## src/sv/sild_pkg.sv

```systemverilog
package sild_pkg;

    localparam int unsigned BYTE_W    = 8;
    localparam int unsigned WIN_BYTES = 6;
    localparam int unsigned WIN_W     = WIN_BYTES * BYTE_W;
    localparam int unsigned LEN_W     = 4;

    // Legacy prefixes, REX and escape
    localparam logic [7:0] PFX_OPSIZE = 8'h66;
    localparam logic [7:0] PFX_REPNE  = 8'hF2;
    localparam logic [7:0] PFX_REP    = 8'hF3;
    localparam logic [7:0] REX_MASK   = 8'hF0;
    localparam logic [7:0] REX_BASE   = 8'h40;
    localparam logic [7:0] ESC_0F     = 8'h0F;

    // Handled opcodes after the escape
    localparam logic [7:0] OP_CVTSI2S  = 8'h2A;
    localparam logic [7:0] OP_CVTTS2SI = 8'h2C;
    localparam logic [7:0] OP_CVTS2SI  = 8'h2D;
    localparam logic [7:0] OP_UCOMIS   = 8'h2E;
    localparam logic [7:0] OP_COMIS    = 8'h2F;
    localparam logic [7:0] OP_SQRT     = 8'h51;
    localparam logic [7:0] OP_ADD      = 8'h58;
    localparam logic [7:0] OP_MAX      = 8'h5F;
    localparam logic [7:0] OP_CMP      = 8'hC2;
    localparam logic [7:0] OP_CVTDQ    = 8'hE6;

    // mod field codes
    localparam logic [1:0] MOD_NODISP = 2'd0;
    localparam logic [1:0] MOD_DISP8  = 2'd1;
    localparam logic [1:0] MOD_DISP32 = 2'd2;
    localparam logic [1:0] MOD_REG    = 2'd3;

    // r/m and SIB base codes
    localparam logic [2:0] RM_SIB     = 3'd4;
    localparam logic [2:0] RM_RIPREL  = 3'd5;
    localparam logic [2:0] BASE_NONE  = 3'd5;

    typedef struct packed {
        logic [LEN_W-1:0] insn_length;
        logic             unrecognized;
    } sild_result_t;

endpackage

```

## src/sv/sild_if.sv

```systemverilog
interface sild_in_if;
    logic                       valid;
    logic                       ready;
    logic [sild_pkg::WIN_W-1:0] insn_bytes;

    modport source (output valid, output insn_bytes, input ready);
    modport sink   (input valid, input insn_bytes, output ready);
endinterface

interface sild_out_if;
    logic                       valid;
    logic                       ready;
    logic [sild_pkg::LEN_W-1:0] insn_length;
    logic                       unrecognized;

    modport source (output valid, output insn_length, output unrecognized, input ready);
    modport sink   (input valid, input insn_length, input unrecognized, output ready);
endinterface

```

## src/sv/sild_decode.sv

```systemverilog
module sild_decode (
    input  logic                       long_mode,
    input  logic [sild_pkg::WIN_W-1:0] insn_bytes,
    output sild_pkg::sild_result_t     result
);
    import sild_pkg::*;

    logic [7:0]       b0;
    logic [7:0]       b1;
    logic [7:0]       b2;
    logic [7:0]       b3;
    logic [7:0]       b4;
    logic [7:0]       b5;
    logic             has_pfx;
    logic [7:0]       after_pfx;
    logic             has_rex;
    logic [1:0]       esc_pos;
    logic [7:0]       esc;
    logic [7:0]       op;
    logic [7:0]       modrm;
    logic [7:0]       sib;
    logic             op_known;
    logic             has_imm;
    logic [1:0]       mode;
    logic [2:0]       rm;
    logic [LEN_W-1:0] tail_len;

    assign b0 = insn_bytes[7:0];
    assign b1 = insn_bytes[15:8];
    assign b2 = insn_bytes[23:16];
    assign b3 = insn_bytes[31:24];
    assign b4 = insn_bytes[39:32];
    assign b5 = insn_bytes[47:40];

    // Find the escape position past the optional prefix and REX
    assign has_pfx   = (b0 == PFX_OPSIZE) || (b0 == PFX_REPNE) || (b0 == PFX_REP);
    assign after_pfx = has_pfx ? b1 : b0;
    assign has_rex   = long_mode && ((after_pfx & REX_MASK) == REX_BASE);
    assign esc_pos   = {1'b0, has_pfx} + {1'b0, has_rex};

    // Select the escape, opcode, mod/rm and SIB bytes
    always_comb
    begin
        unique case (esc_pos)
            2'd0:
            begin
                esc = b0; op = b1; modrm = b2; sib = b3;
            end
            2'd1:
            begin
                esc = b1; op = b2; modrm = b3; sib = b4;
            end
            2'd2:
            begin
                esc = b2; op = b3; modrm = b4; sib = b5;
            end
            default:
            begin
                esc = b0; op = b1; modrm = b2; sib = b3;
            end
        endcase
    end

    // Match the opcode against the handled set
    always_comb
    begin
        op_known = 1'b1;
        has_imm  = 1'b0;
        unique case (op) inside
            OP_CVTSI2S, OP_CVTTS2SI, OP_CVTS2SI, OP_UCOMIS, OP_COMIS,
            OP_SQRT, [OP_ADD:OP_MAX], OP_CVTDQ:
                op_known = 1'b1;
            OP_CMP:
                has_imm = 1'b1;
            default:
                op_known = 1'b0;
        endcase
    end

    assign mode = modrm[7:6];
    assign rm   = modrm[2:0];

    // Add SIB, displacement and immediate bytes
    always_comb
    begin
        tail_len = {{(LEN_W-1){1'b0}}, has_imm};
        unique case (mode)
            MOD_NODISP:
            begin
                if (rm == RM_SIB)
                begin
                    tail_len = tail_len + LEN_W'(1);
                    if (sib[2:0] == BASE_NONE)
                        tail_len = tail_len + LEN_W'(4);
                end
                else if (rm == RM_RIPREL)
                begin
                    tail_len = tail_len + LEN_W'(4);
                end
            end
            MOD_DISP8:
            begin
                tail_len = tail_len + LEN_W'(1) + ((rm == RM_SIB) ? LEN_W'(1) : LEN_W'(0));
            end
            MOD_DISP32:
            begin
                tail_len = tail_len + LEN_W'(4) + ((rm == RM_SIB) ? LEN_W'(1) : LEN_W'(0));
            end
            MOD_REG:
            begin
                tail_len = tail_len;
            end
            default:
            begin
                tail_len = tail_len;
            end
        endcase
    end

    // Combine: escape, opcode and mod/rm are three bytes past the escape position
    always_comb
    begin
        if ((esc != ESC_0F) || !op_known)
        begin
            result.insn_length  = '0;
            result.unrecognized = 1'b1;
        end
        else
        begin
            result.insn_length  = {{(LEN_W-2){1'b0}}, esc_pos} + LEN_W'(3) + tail_len;
            result.unrecognized = 1'b0;
        end
    end

endmodule

```

## src/sv/sse2_insn_length_decoder.sv

```systemverilog
// Pipeline: input register, decode, result register; result.ready low with
// a full result stage stalls it. Throughput: one item per cycle when not
// stalled; the decode is one pass over the byte window.
// Reset: rst_n clears both stage valid flags and sets long_mode to 1.
module sse2_insn_length_decoder (
    input  logic        clk,
    input  logic        rst_n,
    input  logic        long_mode_we,
    input  logic        long_mode_wdata,
    sild_in_if.sink     insn,
    sild_out_if.source  result
);
    import sild_pkg::*;

    logic             long_mode_reg;
    logic             in_valid_reg;
    logic [WIN_W-1:0] in_bytes_reg;
    logic             out_valid_reg;
    sild_result_t     out_reg;
    sild_result_t     dec_result;
    logic             out_load;
    logic             in_load;

    // Advance the result stage when it is empty or being taken
    assign out_load   = !out_valid_reg || result.ready;
    assign in_load    = !in_valid_reg || out_load;
    assign insn.ready = in_load;

    // Hold the mode register
    always_ff @(posedge clk or negedge rst_n)
    begin
        if (!rst_n)
            long_mode_reg <= 1'b1;
        else if (long_mode_we)
            long_mode_reg <= long_mode_wdata;
    end

    // Input stage
    always_ff @(posedge clk or negedge rst_n)
    begin
        if (!rst_n)
            in_valid_reg <= 1'b0;
        else if (in_load)
            in_valid_reg <= insn.valid;
    end

    always_ff @(posedge clk)
    begin
        if (in_load && insn.valid)
            in_bytes_reg <= insn.insn_bytes;
    end

    sild_decode u_decode (
        .long_mode  (long_mode_reg),
        .insn_bytes (in_bytes_reg),
        .result     (dec_result)
    );

    // Result stage
    always_ff @(posedge clk or negedge rst_n)
    begin
        if (!rst_n)
            out_valid_reg <= 1'b0;
        else if (out_load)
            out_valid_reg <= in_valid_reg;
    end

    always_ff @(posedge clk)
    begin
        if (out_load && in_valid_reg)
            out_reg <= dec_result;
    end

    assign result.valid        = out_valid_reg;
    assign result.insn_length  = out_reg.insn_length;
    assign result.unrecognized = out_reg.unrecognized;

endmodule

```

## src/flat_wrapper.sv

```systemverilog
// flat-port wrapper written by rule: the top's interface ports become plain ports
module sse2_insn_length_decoder_flat import sild_pkg::*;
  (clk, rst_n, long_mode_we, long_mode_wdata, insn_valid, insn_insn_bytes, insn_ready, result_valid, result_insn_length, result_unrecognized, result_ready);
  sild_in_if insn_i ();
  sild_out_if result_i ();
  input  logic clk;
  input  logic rst_n;
  input  logic long_mode_we;
  input  logic long_mode_wdata;
  input wire logic [$bits(insn_i.valid)-1:0] insn_valid;
  input wire logic [$bits(insn_i.insn_bytes)-1:0] insn_insn_bytes;
  output wire logic [$bits(insn_i.ready)-1:0] insn_ready;
  output wire logic [$bits(result_i.valid)-1:0] result_valid;
  output wire logic [$bits(result_i.insn_length)-1:0] result_insn_length;
  output wire logic [$bits(result_i.unrecognized)-1:0] result_unrecognized;
  input wire logic [$bits(result_i.ready)-1:0] result_ready;
  assign insn_i.valid = insn_valid;
  assign insn_i.insn_bytes = insn_insn_bytes;
  assign insn_ready = insn_i.ready;
  assign result_valid = result_i.valid;
  assign result_insn_length = result_i.insn_length;
  assign result_unrecognized = result_i.unrecognized;
  assign result_i.ready = result_ready;
  sse2_insn_length_decoder u_core (.clk(clk), .rst_n(rst_n), .long_mode_we(long_mode_we), .long_mode_wdata(long_mode_wdata), .insn(insn_i), .result(result_i));
endmodule
```

## config.mk

```make
export PLATFORM = sky130hd
export DESIGN_NAME = sse2_insn_length_decoder_flat
export DESIGN_NICKNAME = d
export VERILOG_FILES = /design/src/sv/sild_pkg.sv /design/src/sv/sild_if.sv /design/src/sv/sild_decode.sv /design/src/sv/sse2_insn_length_decoder.sv /design/src/flat_wrapper.sv
export SDC_FILE = /design/constraint.sdc
export NUM_CORES = 1
export LEC_CHECK = 0
export ABC_AREA = 1
export BUFFER_PORTS_ARGS = -buffer_cell sky130_fd_sc_hd__buf_4
export CORE_UTILIZATION = 50
export CTS_BUF_LIST = sky130_fd_sc_hd__clkbuf_8
export DETAILED_ROUTE_END_ITERATION = 10
export PLACE_DENSITY = 0.76
export SLEW_MARGIN = 15
export SYNTH_ARGS = -nofsm -noshare
export SYNTH_HDL_FRONTEND = slang
export SYNTH_SLANG_ARGS = --single-unit
```

## constraint.sdc

```tcl
create_clock -name clk -period 8.25 [get_ports clk]
set_input_delay 0.4125 -clock clk [delete_from_list [all_inputs] [get_ports clk]]
set_output_delay 0.4125 -clock clk [all_outputs]
set_load 0.05 [all_outputs]
```

==> load_flow_metrics.sql <==
INSERT INTO impl_metrics (metric_group, metric, value, unit) VALUES
('sta', 'final.min_clock_period', '4.44', 'ns'),
('place', 'dp.final_hpwl', '3320', 'um'),
('clocking', 'cts_inserted_buffers', '5', ''),
('detailed_routing', 'drt-pass1-iter-count', '4', ''),
('critical_path', 'worst-endpoint-arrival', '4.52', 'ns'),
('clocking', 'clock_sink_count', '48', ''),
('sta', 'drv_slew', '0', ''),
('sta', 'finalHoldViolations', '0', ''),
('floorplanning', 'die-width', '72.2', 'um'),
('critical_path', 'path_class', 'reg -> reg', ''),
('power_and_ir_drop', 'final_total_power', '549', 'uW'),
('detailed_routing', 'detailed_route_wire_length', '4430', 'um'),
('global_routing', 'vias_in_the_first_global_route', '1659', ''),
('sta', 'setup_total_negative_slack', '0', 'ns'),
('sta', 'setup_viol_count_final', '0', ''),
('synthesis', 'post_synthesis_average_cell_area', '9.79', 'um^2'),
('sta', 'fin_worst_skew', '0.00456', 'ns'),
('synthesis', 'post_syn_nets', '316', ''),
('global_routing', 'grt_start_max_net_pins', '41', ''),
('outcome', 'status', 'finished clean', ''),
('place', 'last_weighted_congestion_value_of_the_routability_driven_placer', '0.847', ''),
('sta', 'timing.max_slew.rel_slack', '58.5', '%'),
('floorplanning', 'io-pin-count', '61', ''),
('clocking', 'h-tree-depth', '2', ''),
('power_and_ir_drop', 'power.density', '182', 'mW/mm^2'),
('sta', 'fin_crit_sh', '53.8', '%'),
('clocking', 'clkTransAtPathRegs', '0.09', 'ns'),
('detailed_routing', 'routed-via-count', '1841', ''),
('sta', 'unrepaired_setup_endpoints_after_global_routing', 'no', ''),
('floorplanning', 'rows', '25', ''),
('job', 'max_cap_viols', '0', ''),
('clocking', 'cts_setup_buffers', '0', ''),
('sta', 'worstMarginPinSlew', '0.616', 'ns'),
('floorplanning', 'die-area', '0.00522', 'mm^2'),
('place', 'dpl-instance-area', '0.00289', 'mm^2'),
('global_routing', 'grt_pass1_wl', '7180', 'um'),
('synthesis', 'post_synthesis_cells', '252', ''),
('place', 'place.port_buffers', '52', ''),
('clocking', 'cts_root_buffer', 'sky130_fd_sc_hd__clkbuf_8', ''),
('critical_path', 'critPathCaptureType', 'register', ''),
('finish', 'fin_cells', '374', ''),
('synthesis', 'ys_seq_elements', '48', ''),
('floorplanning', 'core_region_area', '0.00472', 'mm^2'),
('finish', 'layout.nets', '370', ''),
('detailed_routing', 'initialDrtViolationCount', '113', ''),
('place', 'dpl.cell_count', '365', ''),
('worst_hold_path', 'worstHoldPathType', 'in -> reg', ''),
('finish', 'insertedDiodeCount', '0', ''),
('finish', 'ratio_of_cells_with_drive_above_1_in_the_final_layout', '25.7', '%'),
('global_routing', 'grt.total_usage', '18.4', '%'),
('critical_path', 'crit_fanout', '24', ''),
('finish', 'final_core_utilization', '63.9', '%'),
('finish', 'final_area', '0.00302', 'mm^2'),
('detailed_routing', 'wl_per_cell', '11.8', 'um'),
('power_and_ir_drop', 'max-vdd-ir-drop', '0.000106', 'V'),
('global_routing', 'antenna_found_initial', '0', ''),
('finish', 'flip_flop_count_of_the_largest_register_all_copies_and_words_added', '40', ''),
('critical_path', 'crit_required', '8.32', 'ns'),
('finish', 'area_growth', '22.4', '%'),
('detailed_routing', 'detail_route.drc_violations', '0', ''),
('clocking', 'cts-resized-gates', '0', ''),
('global_routing', 'globalRoute.totalOverflow', '0', ''),
('detailed_routing', 'ant_nets', '0', ''),
('clocking', 'tritoncts_clock_tree', 'built', ''),
('critical_path', 'critical_path.startpoint_type', 'register', ''),
('synthesis', 'number_of_warnings_reported_in_the_yosys_synthesis_log', '0', ''),
('synthesis', 'synth.cell_area', '0.00247', 'mm^2'),
('synthesis', 'ys_seq_area_share', '57.9', '%'),
('detailed_routing', 'vias_per_cell', '4.92', ''),
('synthesis', 'count_of_distinct_cell_types_in_the_synthesized_netlist', '30', ''),
('sta', 'max_clock_freq', '0.225', 'GHz'),
('clocking', 'cts_max_path_buffers', '2', ''),
('power_and_ir_drop', 'p_leak', '1.32', 'nW'),
('clocking', 'worstSkewPairLatency', '0.30', 'ns'),
('floorplanning', 'initial_core_util', '52.2', '%'),
('floorplanning', 'die_y', '72.2', 'um');
power by group:
group          total (mW)  internal [mW]  switching (mW)
Sequential          0.297          0.288         0.00893
Combinational      0.0778         0.0316          0.0461
Clock               0.174         0.0913          0.0826
Total               0.549          0.411           0.138
through the flow:
| stage | setup WS [ns] | hold WS (ns) |
|---|---|---|
| after floorplan | 4.50 | 0.117 |
| after global placement | 3.98 | 0.203 |
| after detailed placement | 3.81 | 0.203 |
| after CTS | 3.79 | 0.256 |
| after global routing | 3.42 | 0.261 |
| final | 3.81 | 0.264 |
cell usage after synthesis, drive strengths merged:
cell	instances	area share [%]
o21bai	1	0.30
nand4	7	1.8
dfrtp	2	2.0
edfxtp	45	55
a22oi	1	0.30
o31ai	2	0.61
o21ai	18	4.0
ha	9	4.6
nor3	3	0.81
nand3	17	4.3
inv	37	5.7
dfstp	1	1.1
nor2	12	2.2
nand2	81	13
or2	1	0.25
nor4	1	0.25
fa	1	0.81
a21oi	5	1.0
nand3b	1	0.30
buf	7	2.2
critical path, cell delays in order (launching register included):
cell                       delay, ns
sky130_fd_sc_hd__edfxtp_1       0.39
sky130_fd_sc_hd__inv_1          0.11
sky130_fd_sc_hd__a21oi_1        0.07
sky130_fd_sc_hd__nor4_1         0.17
sky130_fd_sc_hd__nand2_1        0.13
sky130_fd_sc_hd__inv_1          0.12
sky130_fd_sc_hd__nand2_1        0.06
sky130_fd_sc_hd__a21oi_1        0.23
sky130_fd_sc_hd__inv_1          0.08
sky130_fd_sc_hd__ha_1           0.35
sky130_fd_sc_hd__inv_4          0.28
sky130_fd_sc_hd__nand3_1        0.11
sky130_fd_sc_hd__o21ai_1        0.22
sky130_fd_sc_hd__nand4_1        0.18
sky130_fd_sc_hd__inv_1          0.08
sky130_fd_sc_hd__nand2_1        0.11
sky130_fd_sc_hd__inv_1          0.09
sky130_fd_sc_hd__ha_1           0.22
sky130_fd_sc_hd__inv_1          0.07
sky130_fd_sc_hd__a21oi_1        0.06
sky130_fd_sc_hd__o21ai_1        0.10
sky130_fd_sc_hd__nand2_1        0.06
sky130_fd_sc_hd__ha_1           0.17
sky130_fd_sc_hd__inv_1          0.05
sky130_fd_sc_hd__ha_1           0.17
sky130_fd_sc_hd__fa_1           0.41
sky130_fd_sc_hd__inv_1          0.07
sky130_fd_sc_hd__nor2_2         0.04
what timing repair did:
action / CTS / global route
setup endpoints to repair: 0 / 0
hold endpoints to repair: 2 / 0
hold buffers: 1 / 0
metal layers:
metal | wire [um] | GRT usage, % | vias up
met5 | 0 | 0 | -
met4 | 47 | 6.10 | 0
met3 | 198 | 3.61 | 4
met2 | 2370 | 32.2 | 50
met1 | 1820 | 22.9 | 844
li1 | - | - | 943
cell usage in the layout, fill, tap and decap left out, drive strengths merged:
cell type and n:
nand2 81, buf 53, edfxtp 45, inv 38, o21ai 18, nand3 17, nor2 12, ha 9
nand4 7, a21oi 5, clkbuf 5, nor3 3, o31ai 2, dfrtp 2, nor4 1, or2 1
a22oi 1, nand3b 1, o21bai 1, fa 1, bufinv 1, clkinvlp 1, dlygate4sd3 1, dfstp 1
path summary, 6_finish.rpt:
path	slack, ns	end	depth (start not counted)	startpoint
max in group asynchronous	7.64	u_core.long_mode_reg	2	rst_n
max	3.81	u_core.result.insn_length[2]	27	u_core.in_bytes_reg[2]
max reg2reg	3.81	u_core.result.insn_length[2]	27	u_core.in_bytes_reg[2]
min	0.26	u_core.long_mode_reg	2	long_mode_we
min reg2reg	0.50	u_core.long_mode_reg	2	u_core.long_mode_reg
min in group asynchronous	0.42	u_core.in_valid_reg	2	rst_n
kinds of logic (layout without fill, tap and decap cells):
kind of cell             count (synthesis)  in the layout  synth area share, %
buffers and inverters                   44             99                 7.91
AO/OA/AOI/OAI                           27             27                 6.19
AND/OR/NAND/NOR                        123            123                 22.6
flip-flops                              48             48                 57.9
adder cells (fa/ha/maj)                 10             10                 5.38
cell type report:
class | instances | area, um^2
Fill cell | 377 | 1700
Sequential cell | 48 | 1430
Multi-Input combinational cell | 160 | 843
Timing Repair Buffer | 54 | 408
Inverter | 37 | 141
Tap cell | 67 | 83.8
Clock buffer | 5 | 68.8
Clock inverter | 3 | 46.3
Note: power is estimated with default switching activity, not from simulation.
